File: config.mk
export PLATFORM = sky130hd
export DESIGN_NAME = clvp_ram
export DESIGN_NICKNAME = d
export VERILOG_FILES = /design/src/hw/rtl/clvp_ram.sv
export SDC_FILE = /design/constraint.sdc
export NUM_CORES = 1
export LEC_CHECK = 0
export BUFFER_PORTS_ARGS = -buffer_cell sky130_fd_sc_hd__buf_2
export CORE_MARGIN = 4
export CORE_UTILIZATION = 60
export CTS_CLUSTER_SIZE = 40
export DETAILED_ROUTE_END_ITERATION = 8
export PLACE_DENSITY_LB_ADDON = 0.12
export SLEW_MARGIN = 5
export SYNTH_ARGS = -nofsm -noshare
export SYNTH_HDL_FRONTEND = slang
export SYNTH_SLANG_ARGS = --single-unit
export TNS_END_PERCENT = 30
File: constraint.sdc
create_clock -name clk -period 2.6 [get_ports clk]
set_input_delay 0.26 -clock clk [delete_from_list [all_inputs] [get_ports clk]]
set_output_delay 0.26 -clock clk [all_outputs]
set_load 0.005 [all_outputs]
File: src/hw/rtl/clvp_ram.sv
// Generic single-write, single-read RAM with registered read data.
module clvp_ram #(
  parameter int WIDTH = 8,
  parameter int DEPTH = 64
) (
  input  logic                     clk,
  input  logic                     we,
  input  logic [$clog2(DEPTH)-1:0] waddr,
  input  logic [WIDTH-1:0]         wdata,
  input  logic [$clog2(DEPTH)-1:0] raddr,
  output logic [WIDTH-1:0]         rdata
);

  logic [WIDTH-1:0] mem [DEPTH];
  logic [WIDTH-1:0] rdata_r;

  // Write and registered read
  always_ff @(posedge clk) begin
    if (we) begin
      mem[waddr] <= wdata;
    end
    rdata_r <= mem[raddr];
  end

  assign rdata = rdata_r;

endmodule

==> run_results.csv <==
group,metric,value,unit
status,status,"finished clean",
setup_path,end_kind,"flop",
logic_synthesis,synth_edf_count,512,
setup_path,rr_endpoint,"rdata[6]",
floorplanning,die_area,0.0366,sq mm
logic_synthesis,syn_avg_cell_area,21.5,sq um
floorplanning,initial_utilization,0.614,
logic_synthesis,synth_area,0.0202,sq mm
setup_path,crit_type,"flop to flop",
setup_path,cp_data_arrival_time,2.48,ns
setup_path,critPathCapture,"rdata[6]",
setup_path,startpoint,"mem[28][6]",
timing,timing.final.crit_share,0.791,
timing,maxSlewHeadroom,0.400,
final_layout,num_antenna_cells,0,
final_layout,drive_gt1_frac,0.316,
setup_path,r2r_setup_slack,0.54,ns
logic_synthesis,netlist.area_leader.share,0.762,
logic_synthesis,synth_ff_type,"edfxtp_1",
setup_path,rr_worst_depth,5,
grt,grt_busiest_layer,"met2",
drt,drt-total-wl,44800,um
timing,slew_violations,0,
drt,ant_nets,0,
power_and_ir_drop,p_leak,7.51,nW
logic_synthesis,synth_top_area_cell,"edfxtp_1",
timing,fin_hold_ws,0.143,ns
placement,port_buffers,29,
grt,grt_max_degree,65,
setup_path,timing.rr.start,"mem[28][6]",
setup_path,start_kind,"flop",
floorplanning,die_h,191,um
final_layout,final_common_cell,"edfxtp_1",
drt,remaining_drc_errors,0,
floorplanning,num_io_pins,30,
timing,max_freq,486,MHz
final_layout,area_growth,15.0,%
grt,grt_pass1_wl,66800,um
clock_network,cts_setup_buffers,0,
drt,wl_per_cell,28.6,um
flow_run,cap_viol_max_count,0,
floorplanning,rows,66,
logic_synthesis,synth_fp_nets,962,
placement,hpwl,28200,um
timing,min_period,2.06,ns
power_and_ir_drop,p_per_area,741,mW/mm^2
logic_synthesis,ys_ff_latch,520,
grt,grt_pass1_vias,10117,
timing,setup_viol,0,
power_and_ir_drop,ir_drop,0.000543,V
final_layout,fillers,2060,
placement,gp_congestion,0.798,
drt,vias,9989,
final_layout,final_cell_mix,"edfxtp_1, mux4_2, buf_4",
floorplanning,die_width,191,um
clock_network,clk_path_buf_depth,3,
grt,antenna_found_initial,2,
grt,globalRouteMet1Util,0.375,
clock_network,cts_buffers,51,
hold_path,hold_path.class,"primary input to flop",
floorplanning,coreArea,0.0329,sq mm
logic_synthesis,netlist_instances,940,
grt,met2_usage,0.398,
timing,rsz0062_at_grt,"false",
setup_path,crit_fanout,1,
clock_network,root_buffer,"clkbuf_16",
timing,tns,0,ns
timing,hold_viol,0,
drt,vias_per_cell,6.37,
logic_synthesis,synthTopCellsByArea,"edfxtp_1, mux4_2, nor2_1, mux2i_1, dfxtp_1",
grt,globalRouteOverflowTotal,0,
clock_network,cts_tree,"done",
grt,met3_usage,0.0546,
logic_synthesis,synth-async-reset-ratio,0,
clock_network,clk_pin_slew_worst_paths,0.06,ns
final_layout,layout.nets,1108,
grt,grt.total_usage,0.252,
setup_path,critPathRequiredTime,3.02,ns
clock_network,clk_latency,0.55,ns
clock_network,h-tree-depth,2,
timing,clock_skew,0.0122,ns
logic_synthesis,synth.distinct_cells,40,
clock_network,ctsHoldBuffers,0,
clock_network,cts_resized,0,
drt,dr.pass1.iters,5,
drt,drt_iter0_drc,1035,
logic_synthesis,yosys_warnings,0,
timing,worstMarginPinSlew,0.900,ns
logic_synthesis,yosysSeqAreaShare,0.770,
clock_network,cts.sinks,520,
flip-flops by register name, indices dropped and copies added (netlist names):
signal,flops
rdata,8
mem,512
layer usage:
layer  up-vias  share of wire  wire length, um
met1      5223           0.40            18100
met4         4          0.018              823
met5         -        0.00051               23
li1       4217              -                -
met2       472           0.49            21900
met3        73          0.088             3950
power breakdown:
group / total, mW / internal, mW / switching, mW
Sequential: 9.31 / 9.28 / 0.0322
Clock: 6.96 / 4.04 / 2.93
Combinational: 0.906 / 0.372 / 0.534
cell type report:
cell class | instances | area, sq um | area share
multi-input cells | 369 | 4320 | 0.186
flip-flops and latches | 520 | 15500 | 0.670
clock buffers | 66 | 1390 | 0.0597
clock inverters | 27 | 200 | 0.00863
well taps | 442 | 553 | 0.0239
repair buffers | 144 | 1200 | 0.0516
worst max-delay path, stage by stage (launching register included):
cell	delay, ns
edfxtp_1	0.38
mux4_2	0.47
mux2_2	0.27
o221a_2	0.30
nor3_1	0.36
o32ai_1	0.15
cells in the mapped netlist (all sizes together), types with 2 or more instances:
cell and count:
a2111oi 2, a211oi 4, a21oi 3, a221oi 6, a22oi 3, buf 34
clkbuf 17, dfxtp 8, edfxtp 512, mux2 13, mux2i 23, mux4 126
nand2 19, nand2b 7, nand3 13, nand3b 3, nand4 2, nor2 83
nor2b 14, nor3 7, nor4 2, o2111ai 3, o21a 2, o21ai 4
o221a 2, o221ai 8, o22ai 8, o2bb2ai 3, o32ai 2, o41ai 2
worst min-delay path by stage:
stage / slack [ns] / cells after the start / from / end
floorplan: 0.36 / 0 / wdata[0] / mem[0][0]
global placement: 0.69 / 3 / raddr[5] / rdata[0]
detailed placement: 0.69 / 3 / raddr[5] / rdata[0]
CTS: 0.12 / 3 / raddr[5] / rdata[0]
global route: 0.15 / 3 / raddr[5] / rdata[0]
finish: 0.14 / 3 / raddr[5] / rdata[0]
kinds of logic after synthesis:
group / count (synthesis) / synth area share
compound gates: 54 / 0.0207
buf+inv: 51 / 0.0157
flops: 520 / 0.770
mux: 162 / 0.159
simple gates: 153 / 0.0339
metrics by stage:
stage	instance area [sq um]	cells	setup WS, ns	power, mW	util
floorplan	20200	940	0.672	9.97	-
finish	23200	1568	0.543	17.2	0.705
CTS	23200	1568	0.519	17.3	0.705
global placement	21600	1475	0.0696	10.4	0.657
detailed placement	21600	1475	0.0584	10.4	0.657
global route	23200	1568	0.509	17.7	0.705
(Power assumes the default switching activity.)
