**config.mk**
```make
export PLATFORM = sky130hd
export DESIGN_NAME = clvp_sqrt
export DESIGN_NICKNAME = d
export VERILOG_FILES = /design/src/hw/rtl/clvp_pkg.sv /design/src/hw/rtl/clvp_sqrt.sv
export SDC_FILE = /design/constraint.sdc
export NUM_CORES = 1
export LEC_CHECK = 0
export BUFFER_PORTS_ARGS = -buffer_cell sky130_fd_sc_hd__buf_2
export CORE_MARGIN = 3
export CORE_UTILIZATION = 44
export CTS_BUF_LIST = sky130_fd_sc_hd__clkbuf_4
export CTS_CLUSTER_SIZE = 12
export DETAILED_ROUTE_END_ITERATION = 8
export MAX_ROUTING_LAYER = met4
export PLACE_DENSITY = 0.58
export RECOVER_POWER = 100
export SLEW_MARGIN = 40
export SYNTH_ARGS = -nofsm -noshare
export SYNTH_HDL_FRONTEND = slang
export SYNTH_SLANG_ARGS = --single-unit
export TNS_END_PERCENT = 10
```
**constraint.sdc**
```tcl
create_clock -name clk -period 7.4 [get_ports clk]
set_input_delay 1.48 -clock clk [delete_from_list [all_inputs] [get_ports clk]]
set_output_delay 1.48 -clock clk [all_outputs]
set_load 0.01 [all_outputs]
```
**src/hw/rtl/clvp_pkg.sv**
```systemverilog
// Shared types and fixed-point constants for the curvature-limited velocity profile.
package clvp_pkg;

  // Field widths
  localparam int PT_XW  = 24;
  localparam int PT_HW  = 17;
  localparam int PT_W   = 2 * PT_XW + PT_HW;
  localparam int SPD_W  = 17;
  localparam int STP_W  = 25;
  localparam int KW     = 27;
  localparam int CUM_W  = 32;

  // Shared multiplier
  localparam int MUL_W  = 28;
  localparam int PROD_W = 2 * MUL_W;

  // Iterative divider and square root
  localparam int DIV_NW = 41;
  localparam int DIV_DW = 44;
  localparam int DIV_CW = $clog2(DIV_NW + 1);
  localparam int SQ_W   = 52;
  localparam int SQ_RW  = SQ_W / 2;
  localparam int SQ_CW  = $clog2(SQ_RW + 1);

  // Configuration port
  localparam int CFG_IW = 3;
  localparam int CFG_DW = 24;
  localparam logic [CFG_IW-1:0] CFG_LOOK_AHEAD = 3'd0;
  localparam logic [CFG_IW-1:0] CFG_CURVE_GAIN = 3'd1;
  localparam logic [CFG_IW-1:0] CFG_MIN_SPEED  = 3'd2;
  localparam logic [CFG_IW-1:0] CFG_ACCEL      = 3'd3;
  localparam logic [CFG_IW-1:0] CFG_END_SPEED  = 3'd4;

  // Constants
  localparam logic [SPD_W-1:0]  ONE_Q16        = 17'h10000;
  localparam logic signed [17:0] HALF_TURN     = 18'sd23040;
  localparam logic signed [17:0] FULL_TURN     = 18'sd46080;
  localparam logic [MUL_W-1:0]  PI_OVER_90_Q32 = 28'd149922641;

  // Status of an iterative arithmetic unit
  typedef struct packed {
    logic busy;
    logic done;
  } unit_stat_t;

endpackage

```
**src/hw/rtl/clvp_sqrt.sv**
```systemverilog
// Digit-by-digit integer square root, one result bit per cycle.
module clvp_sqrt
  import clvp_pkg::*;
(
  input  logic             clk,
  input  logic             rst_n,
  input  logic             start,
  input  logic [SQ_W-1:0]  val,
  output unit_stat_t       stat,
  output logic [SQ_RW-1:0] root
);

  logic [SQ_W-1:0]  v_r;
  logic [SQ_W-1:0]  r_r;
  logic [SQ_W-1:0]  bit_r;
  logic [SQ_CW-1:0] cnt_r;
  logic             busy_r;
  logic             done_r;
  logic [SQ_W-1:0]  t;

  assign t = r_r + bit_r;

  // Control
  always_ff @(posedge clk) begin
    if (!rst_n) begin
      busy_r <= 1'b0;
      done_r <= 1'b0;
      cnt_r  <= '0;
    end else begin
      done_r <= 1'b0;
      if (start) begin
        busy_r <= 1'b1;
        cnt_r  <= SQ_CW'(SQ_RW);
      end else if (busy_r) begin
        cnt_r <= cnt_r - 1'b1;
        if (cnt_r == SQ_CW'(1)) begin
          busy_r <= 1'b0;
          done_r <= 1'b1;
        end
      end
    end
  end

  // Datapath
  always_ff @(posedge clk) begin
    if (start) begin
      v_r   <= val;
      r_r   <= '0;
      bit_r <= SQ_W'(1) << (SQ_W - 2);
    end else if (busy_r) begin
      if (v_r >= t) begin
        v_r <= v_r - t;
        r_r <= (r_r >> 1) + bit_r;
      end else begin
        r_r <= r_r >> 1;
      end
      bit_r <= bit_r >> 2;
    end
  end

  assign stat.busy = busy_r;
  assign stat.done = done_r;
  assign root      = r_r[SQ_RW-1:0];

endmodule

```
==> flow_summary.ini <==
[power]
vdd_drop_max_v = 0.000168
p_leak_uw = 0.00506
cellPowerDensity_nw_per_um2 = 292

[critical_path]
crit_arrival_ns = 6.82
criticalPathCategory = flop to flop
cp-end-kind = flop
start_kind = flop
cp_max_fo = 50
worstPathRequired_ns = 7.78

[logic_synthesis]
syn_inst = 1585
netlist_area_um2 = 12700
synth-seq-area-share = 0.257
synth_warnings = 0
synthTopCellsByArea = dfxtp_1 13%, edfxtp_1 12%, ha_1 11%
synth-adder-area-share = 0.108
synth_top_area_frac = 0.134
synth_top_family_by_area = compound AO/OA/AOI/OAI gates
synth_largest_area_cell = dfxtp_1
synthMuxAreaShare = 0.0336
async_flop_share = 0
syn_avg_cell_area_um2 = 8.01
synth_xor_area_frac = 0.0779
synth_cell_types = 89
synth_compound_area_frac = 0.275
synth_edf_count = 52
synth_flop_cell = dfxtp_1
synthSimpleGateAreaFrac = 0.187
syn_nets = 1749
ys_ff_latch = 137

[final_layout]
layout_common_cells = 179 x nand2_1, 144 x nor2_1, 132 x o21ai_0, 108 x ha_1, 95 x a21oi_1
final_common_cell = nand2_1
drive_above_1_share = 0.0856
area_growth_pct = 4.54
fin_nets = 1751
nFillCells = 2885

[sta]
setup_violations = 0
slew_headroom = -1.01
rsz0062_at_grt = no
finalSetupTns_ns = 0
fin_skew_ns = 0.0340
finalHoldViolCount = 0
fmax_ghz = 0.155
worst-slew-pin-transition_ns = 3.02
min_period_ns = 6.44
slew_violations = 312
post-route-worst-setup-slack_ns = 0.960
finalCritPeriodShare = 0.870

[drt]
via_per_inst = 5.87
wl_per_cell_um = 18.1
drcViolationCount = 0
route.vias.total = 11600
drt-total-wl_um = 35800
drtIter0Drc = 940
antenna_left = 0
drt_pass1_iterations = 6

[clock_tree]
htree_levels = 4
cts_sinks = 137
cts-root-buf = clkbuf_4
ctsResizeCount = 0
postCtsSetupBuffers = 0
cts_buffer_depth = 2
tritoncts = yes
clkSlewWorstSetupHoldPaths_ns = 0.17
cts_made_buffers = 17
worstSkewPairLatency_ns = 0.63
ctsHoldBuffers = 0

[grt]
antenna_found_initial = 1
grt_overflow = 0
grt_pass1_wl_um = 58200
grt_max_degree = 75
grt_pass1_vias = 10900
grtUsageTotal = 0.240

[floorplanning]
die_w_um = 176
core_um2 = 28100
die-height_um = 176
io_pins = 83
dieArea_um2 = 30900
initial_utilization = 0.452
num_rows = 61

[status]
violations = max-capacitance violations, max-slew violations
status = finished with violations

[place]
routabilityCongestion = 0.924
dp_worst_setup_slack_ns = 1.09
port_buffers = 82
dpl.hpwl_um = 27000

[job]
max_cap_viol_count = 5

[worst_hold_path]
hold_path_class = flop to flop
[report_power, final]
part           leakage [uW]  internal [uW]  total, uW  switching, uW
combinational       0.00368            849       2190           1350
clock              0.000165            187        561            374
sequential          0.00122            984       1130            141
[cell type report]
| class | instances | area (um2) | area share |
|---|---|---|---|
| Antenna cell | 2 | 5.00 | 0.000377 |
| Clock buffer | 17 | 128 | 0.00961 |
| Clock inverter | 15 | 173 | 0.0130 |
| Inverter | 61 | 229 | 0.0172 |
| Multi-Input combinational cell | 1282 | 8590 | 0.647 |
| Sequential cell | 137 | 3260 | 0.246 |
| Tap cell | 378 | 473 | 0.0356 |
| Timing Repair Buffer | 88 | 419 | 0.0316 |
[synth_stat cells, types with 11 or more instances]
cell type and number:
edfxtp_1 52, o21bai_1 18, a211oi_1 26, a21o_1 30
and3_1 11, mux2i_1 37, buf_4 29, clkbuf_1 56
nor2_1 144, or3_1 12, a31oi_1 35, xnor2_1 58
nand3_1 31, nor3_1 35, and2_1 13, o211ai_1 14
inv_1 61, ha_1 108, o21ai_0 129, dfxtp_1 85
nand4_1 33, nand2_1 179, nor2b_1 13, o31ai_1 15
a221oi_1 12, a21oi_1 95, xor2_1 55
[critical path: stages, from the launching register on]
cell	delay, ns
dfxtp_1	0.51
ha_1	0.32
a31oi_1	0.33
o21ai_0	0.19
o211a_1	0.28
o41ai_1	0.56
o211a_1	0.33
o211ai_1	0.20
a211oi_1	0.44
o21ai_1	0.12
xnor2_1	0.15
ha_1	0.39
nand4_1	0.16
nor4_1	0.47
o2111ai_1	0.40
o21ai_4	0.25
buf_4	0.49
o21ai_0	0.24
xnor2_1	0.25
a211oi_2	0.09
[layer usage]
layer  global-route usage  up-vias  part of all wire
met5                    -        -                 0
met4               0.0488        0             0.014
met2                0.354      306              0.43
li1                     -     5855                 -
met3               0.0376       37             0.053
met1                0.347     5429              0.50
[sequential cells by signal (all words and copies together), names as in the netlist]
| name | flops |
|---|---|
| busy_r | 1 |
| r_r | 52 |
| done_r | 1 |
| cnt_r | 5 |
| bit_r | 26 |
| v_r | 52 |
[through the flow]
step / power [uW] / instance area, um2 / instances / hold WS, ns / util
3_3_place_gp: 3320 / 13100 / 1946 / 0.513 / 0.467
2_1_floorplan: 2850 / 12700 / 1585 / 0.482 / -
3_5_place_dp: 3330 / 13100 / 1946 / 0.520 / 0.467
6_report: 3880 / 13300 / 1980 / 0.547 / 0.473
4_1_cts: 3910 / 13400 / 1978 / 0.550 / 0.478
5_1_grt: 4220 / 13300 / 1980 / 0.579 / 0.473
[final timing paths]
path | from | endpoint | slack [ns] | depth (start not counted)
min reg2reg | bit_r[18] | bit_r[16] | 0.55 | 2
min | bit_r[18] | bit_r[16] | 0.55 | 2
max reg2reg | r_r[8] | r_r[19] | 0.96 | 19
max | r_r[8] | r_r[19] | 0.96 | 19
[logic make-up (layout without fill, tap and decap cells)]
group	after synthesis	in the layout
other	0	2
AO/OA/AOI/OAI	507	507
buffers and inverters	166	181
XOR/XNOR	113	113
multiplexers	42	42
adder cells (fa/ha/maj)	109	109
AND/OR/NAND/NOR	511	511
flip-flops	137	137
Power figures use the tool's default switching activity.
