[src/hw/rtl/clvp_pkg.sv]
// Shared types and fixed-point constants for the curvature-limited velocity profile.
package clvp_pkg;

  // Field widths
  localparam int PT_XW  = 24;
  localparam int PT_HW  = 17;
  localparam int PT_W   = 2 * PT_XW + PT_HW;
  localparam int SPD_W  = 17;
  localparam int STP_W  = 25;
  localparam int KW     = 27;
  localparam int CUM_W  = 32;

  // Shared multiplier
  localparam int MUL_W  = 28;
  localparam int PROD_W = 2 * MUL_W;

  // Iterative divider and square root
  localparam int DIV_NW = 41;
  localparam int DIV_DW = 44;
  localparam int DIV_CW = $clog2(DIV_NW + 1);
  localparam int SQ_W   = 52;
  localparam int SQ_RW  = SQ_W / 2;
  localparam int SQ_CW  = $clog2(SQ_RW + 1);

  // Configuration port
  localparam int CFG_IW = 3;
  localparam int CFG_DW = 24;
  localparam logic [CFG_IW-1:0] CFG_LOOK_AHEAD = 3'd0;
  localparam logic [CFG_IW-1:0] CFG_CURVE_GAIN = 3'd1;
  localparam logic [CFG_IW-1:0] CFG_MIN_SPEED  = 3'd2;
  localparam logic [CFG_IW-1:0] CFG_ACCEL      = 3'd3;
  localparam logic [CFG_IW-1:0] CFG_END_SPEED  = 3'd4;

  // Constants
  localparam logic [SPD_W-1:0]  ONE_Q16        = 17'h10000;
  localparam logic signed [17:0] HALF_TURN     = 18'sd23040;
  localparam logic signed [17:0] FULL_TURN     = 18'sd46080;
  localparam logic [MUL_W-1:0]  PI_OVER_90_Q32 = 28'd149922641;

  // Status of an iterative arithmetic unit
  typedef struct packed {
    logic busy;
    logic done;
  } unit_stat_t;

endpackage

[src/hw/rtl/clvp_div.sv]
// Restoring divider, one quotient bit per cycle.
module clvp_div
  import clvp_pkg::*;
(
  input  logic              clk,
  input  logic              rst_n,
  input  logic              start,
  input  logic [DIV_NW-1:0] num,
  input  logic [DIV_DW-1:0] den,
  output unit_stat_t        stat,
  output logic [DIV_NW-1:0] quo
);

  logic [DIV_DW-1:0] rem_r;
  logic [DIV_NW-1:0] num_r;
  logic [DIV_DW-1:0] den_r;
  logic [DIV_NW-1:0] quo_r;
  logic [DIV_CW-1:0] cnt_r;
  logic              busy_r;
  logic              done_r;
  logic [DIV_DW:0]   trial;
  logic [DIV_DW:0]   diff;
  logic              ge;

  // Shift in the next numerator bit and try the subtract
  assign trial = {rem_r, num_r[DIV_NW-1]};
  assign diff  = trial - {1'b0, den_r};
  assign ge    = (trial >= {1'b0, den_r});

  // Control
  always_ff @(posedge clk) begin
    if (!rst_n) begin
      busy_r <= 1'b0;
      done_r <= 1'b0;
      cnt_r  <= '0;
    end else begin
      done_r <= 1'b0;
      if (start) begin
        busy_r <= 1'b1;
        cnt_r  <= DIV_CW'(DIV_NW);
      end else if (busy_r) begin
        cnt_r <= cnt_r - 1'b1;
        if (cnt_r == DIV_CW'(1)) begin
          busy_r <= 1'b0;
          done_r <= 1'b1;
        end
      end
    end
  end

  // Datapath
  always_ff @(posedge clk) begin
    if (start) begin
      rem_r <= '0;
      num_r <= num;
      den_r <= den;
      quo_r <= '0;
    end else if (busy_r) begin
      rem_r <= ge ? diff[DIV_DW-1:0] : trial[DIV_DW-1:0];
      num_r <= {num_r[DIV_NW-2:0], 1'b0};
      quo_r <= {quo_r[DIV_NW-2:0], ge};
    end
  end

  assign stat.busy = busy_r;
  assign stat.done = done_r;
  assign quo       = quo_r;

endmodule

[config.mk]
export PLATFORM = sky130hd
export DESIGN_NAME = clvp_div
export DESIGN_NICKNAME = d
export VERILOG_FILES = /design/src/hw/rtl/clvp_pkg.sv /design/src/hw/rtl/clvp_div.sv
export SDC_FILE = /design/constraint.sdc
export NUM_CORES = 1
export LEC_CHECK = 0
export ABC_AREA = 1
export BUFFER_PORTS_ARGS = -buffer_cell sky130_fd_sc_hd__buf_2
export CORE_MARGIN = 2
export CORE_UTILIZATION = 45
export CTS_BUF_LIST = sky130_fd_sc_hd__clkbuf_8
export DETAILED_ROUTE_END_ITERATION = 6
export GPL_TIMING_DRIVEN = 0
export PLACE_DENSITY = 0.68
export SETUP_SLACK_MARGIN = 0.3
export SKIP_CTS_REPAIR_TIMING = 1
export SLEW_MARGIN = 0
export SYNTH_ARGS = -nofsm -noshare
export SYNTH_HDL_FRONTEND = slang
export SYNTH_SLANG_ARGS = --single-unit
[constraint.sdc]
create_clock -name clk -period 2.8 [get_ports clk]
set_input_delay 0 -clock clk [delete_from_list [all_inputs] [get_ports clk]]
set_output_delay 0 -clock clk [all_outputs]
set_load 0.005 [all_outputs]
==> flow_summary_export.csv <==
group,metric,value,unit
outcome,outcome,"finished clean",
floorplanning,dieArea,25400,sq um
critical_path,path_class,"reg2reg",
cells_and_area,mostFrequentLayoutCell,"nand2_1",
clock_tree,cts_buffer_depth,2,
place,placed_area,11900,sq um
sta,drv_slew,0,
detailed_routing,drt_drc_violations_left,0,
critical_path,cp_data_arrival_time,2.82,ns
clock_tree,ctsHtreeMaxLevel,4,
floorplanning,start_util,0.460,
cells_and_area,layout-drive-gt1-share,0.163,
clock_tree,root_buffer,"clkbuf_8",
place,io_buffers,130,
clock_tree,clkSlewWorstSetupHoldPaths,0.11,ns
cells_and_area,fin_util,0.576,
sta,clock_skew,0.0192,ns
floorplanning,core-area,23600,sq um
floorplanning,io-pin-count,131,
sta,max_freq,0.416,GHz
cells_and_area,seq_area,4410,sq um
detailed_routing,routed_wl,32800,um
floorplanning,die_x,159,um
cells_and_area,layout.nets,1957,
logic_synthesis,synth_nets,1715,
clock_tree,clk_latency,0.47,ns
detailed_routing,num_vias,10600,
critical_path,rr_startpoint,"den_r[5]",
logic_synthesis,async_flop_share,0,
grt,grt_pass1_vias,9697,
place,gp_congestion,0.991,
clock_tree,cts_buffers,17,
sta,setup_viol,0,
sta,grt_setup_unrepaired,"true",
critical_path,worstPathMaxFanout,10,
clock_tree,clock_sinks,178,
logic_synthesis,synth_edf_count,85,
critical_path,slowest_delay,0.35,ns
detailed_routing,drt_iter0_markers,641,
floorplanning,placementRows,56,
sta,slew_headroom,0.255,
critical_path,worstPathRequired,3.21,ns
grt,grt_pass1_wl,49600,um
grt,grt_usage,0.245,
cells_and_area,fillers,2272,
power,pwr_density_cell,403,nW/um^2
cells_and_area,multiInputGateArea,5470,sq um
critical_path,cp_top_family,"simple AND/OR/NAND/NOR gates",
clock_tree,cts_tree,"yes",
detailed_routing,via_per_inst,4.91,
floorplanning,die_h,159,um
logic_synthesis,ys_warn_count,0,
critical_path,crit_path_start,"den_r[5]",
grt,grt_antenna_before_repair,0,
sta,finalCritPeriodShare,0.859,
grt,overflow,0,
logic_synthesis,synthesis.area,10900,sq um
logic_synthesis,syn_area_per_cell,6.88,sq um
logic_synthesis,ys_seq_area_frac,0.406,
sta,period_needed,2.41,ns
job,cap_violations,0,
cells_and_area,layout_common_cells,"564 x nand2_1, 282 x inv_1, 137 x buf_2",
hold_path,hold_class,"in2reg",
sta,tns,0,ns
critical_path,path_cells,"inv_1 > ha_1 > nand2_1 > nor2_2 > nand3_1 > nor2_2 > nand2_1 > nor2_2 > nor2_4 > nand2_8 > buf_8 > buf_12 > nand3_2 > nand3_1 > nand2_1 > inv_1",
detailed_routing,drt_pass1_iterations,7,
critical_path,critPathBufInv,4,
power,peakVddDrop,0.339,mV
cells_and_area,diodes,0,
detailed_routing,final_antenna_net_count,0,
critical_path,endpoint_kind,"flop",
detailed_routing,wl_per_cell,15.2,um
logic_synthesis,synth_cell_types,37,
logic_synthesis,synth_ff_type,"dfxtp_1",
logic_synthesis,syn_inst,1580,
grt,grt_max_degree,46,
sta,hold_viol_final,0,
power,p_leak,6.90,nW
cells_and_area,final_area,13600,sq um
critical_path,slowest_stage,"ha_1",
hold_path,hold_start,"den[20]",
logic_synthesis,ys_seq_elements,178,
power,power,0.00549,W
place,hpwl,24500,um
critical_path,critPathLaunchType,"flop",
sta,worstMarginPinSlew,1.12,ns
cells_and_area,area_delta_synth_final,25.2,%
-- cell type report --
cell class	instances	share of cell area
multi-input combinational	1062	0.402
sequential	178	0.324
timing repair buffer	223	0.116
inverter	291	0.0803
tap	319	0.0293
buffer	49	0.0205
clock buffer	17	0.0172
clock inverter	15	0.0106
-- worst paths after layout --
check | depth (start not counted) | endpoint | slack [ns]
setup reg to reg | 16 | rem_r[17] | 0.39
setup / recovery | 16 | rem_r[17] | 0.39
hold / removal | 2 | den_r[20] | 0.23
hold reg to reg | 2 | quo[40] | 0.48
-- flip-flops by register name (all words and copies together), names as in the netlist --
| name | count |
|---|---|
| den_r | 44 |
| num_r | 41 |
| rem_r | 44 |
| cnt_r | 6 |
| quo | 41 |
| done_r | 1 |
| busy_r | 1 |
-- logic make-up (layout without fill, tap and decap cells) --
family                     count (synthesis)  count (layout)  synth area share
AOI/OAI and AO/OA                         97              97            0.0517
xor gates and xnor gates                  15              15            0.0121
adders and majority gates                 47              47            0.0548
buffers and inverters                    340             595             0.124
DFF                                      178             178             0.406
and+or+nand+nor                          903             903             0.351
-- where the power goes --
part	internal (W)	switching, W	total [W]
sequential	0.00287	0.0000393	0.00291
combinational	0.000318	0.000501	0.000818
clock	0.000656	0.00110	0.00176
total	0.00384	0.00164	0.00549
-- cells in the mapped netlist, types with 12 or more instances --
master	count	area share
nand2_1	589	0.20
inv_1	283	0.098
nor2_1	136	0.047
dfxtp_1	93	0.17
edfxtp_1	85	0.23
nand3_1	73	0.034
nand4_1	54	0.031
ha_1	46	0.053
o22ai_1	38	0.022
a21oi_1	35	0.016
clkbuf_1	24	0.0083
xor2_1	15	0.012
nand3b_1	14	0.0097
buf_2	12	0.0055
-- through the flow --
stage,std cells,setup WS [ns],hold slack [ns]
after CTS,2062,0.0615,-0.322
after global routing,2154,0.270,0.223
final,2154,0.394,0.229
after global placement,2029,-1.16,0.176
after floorplan,1580,0.488,0.0989
after detailed placement,2030,0.106,0.178
-- per-layer routing --
layer | up-vias | global-route usage | part of all wire
met5 | - | 0 | 0
met4 | 0 | 0.0632 | 0.016
met3 | 31 | 0.0482 | 0.058
met2 | 295 | 0.403 | 0.47
met1 | 4823 | 0.330 | 0.46
li1 | 5424 | - | -
Note: power is estimated with default switching activity, not from simulation.
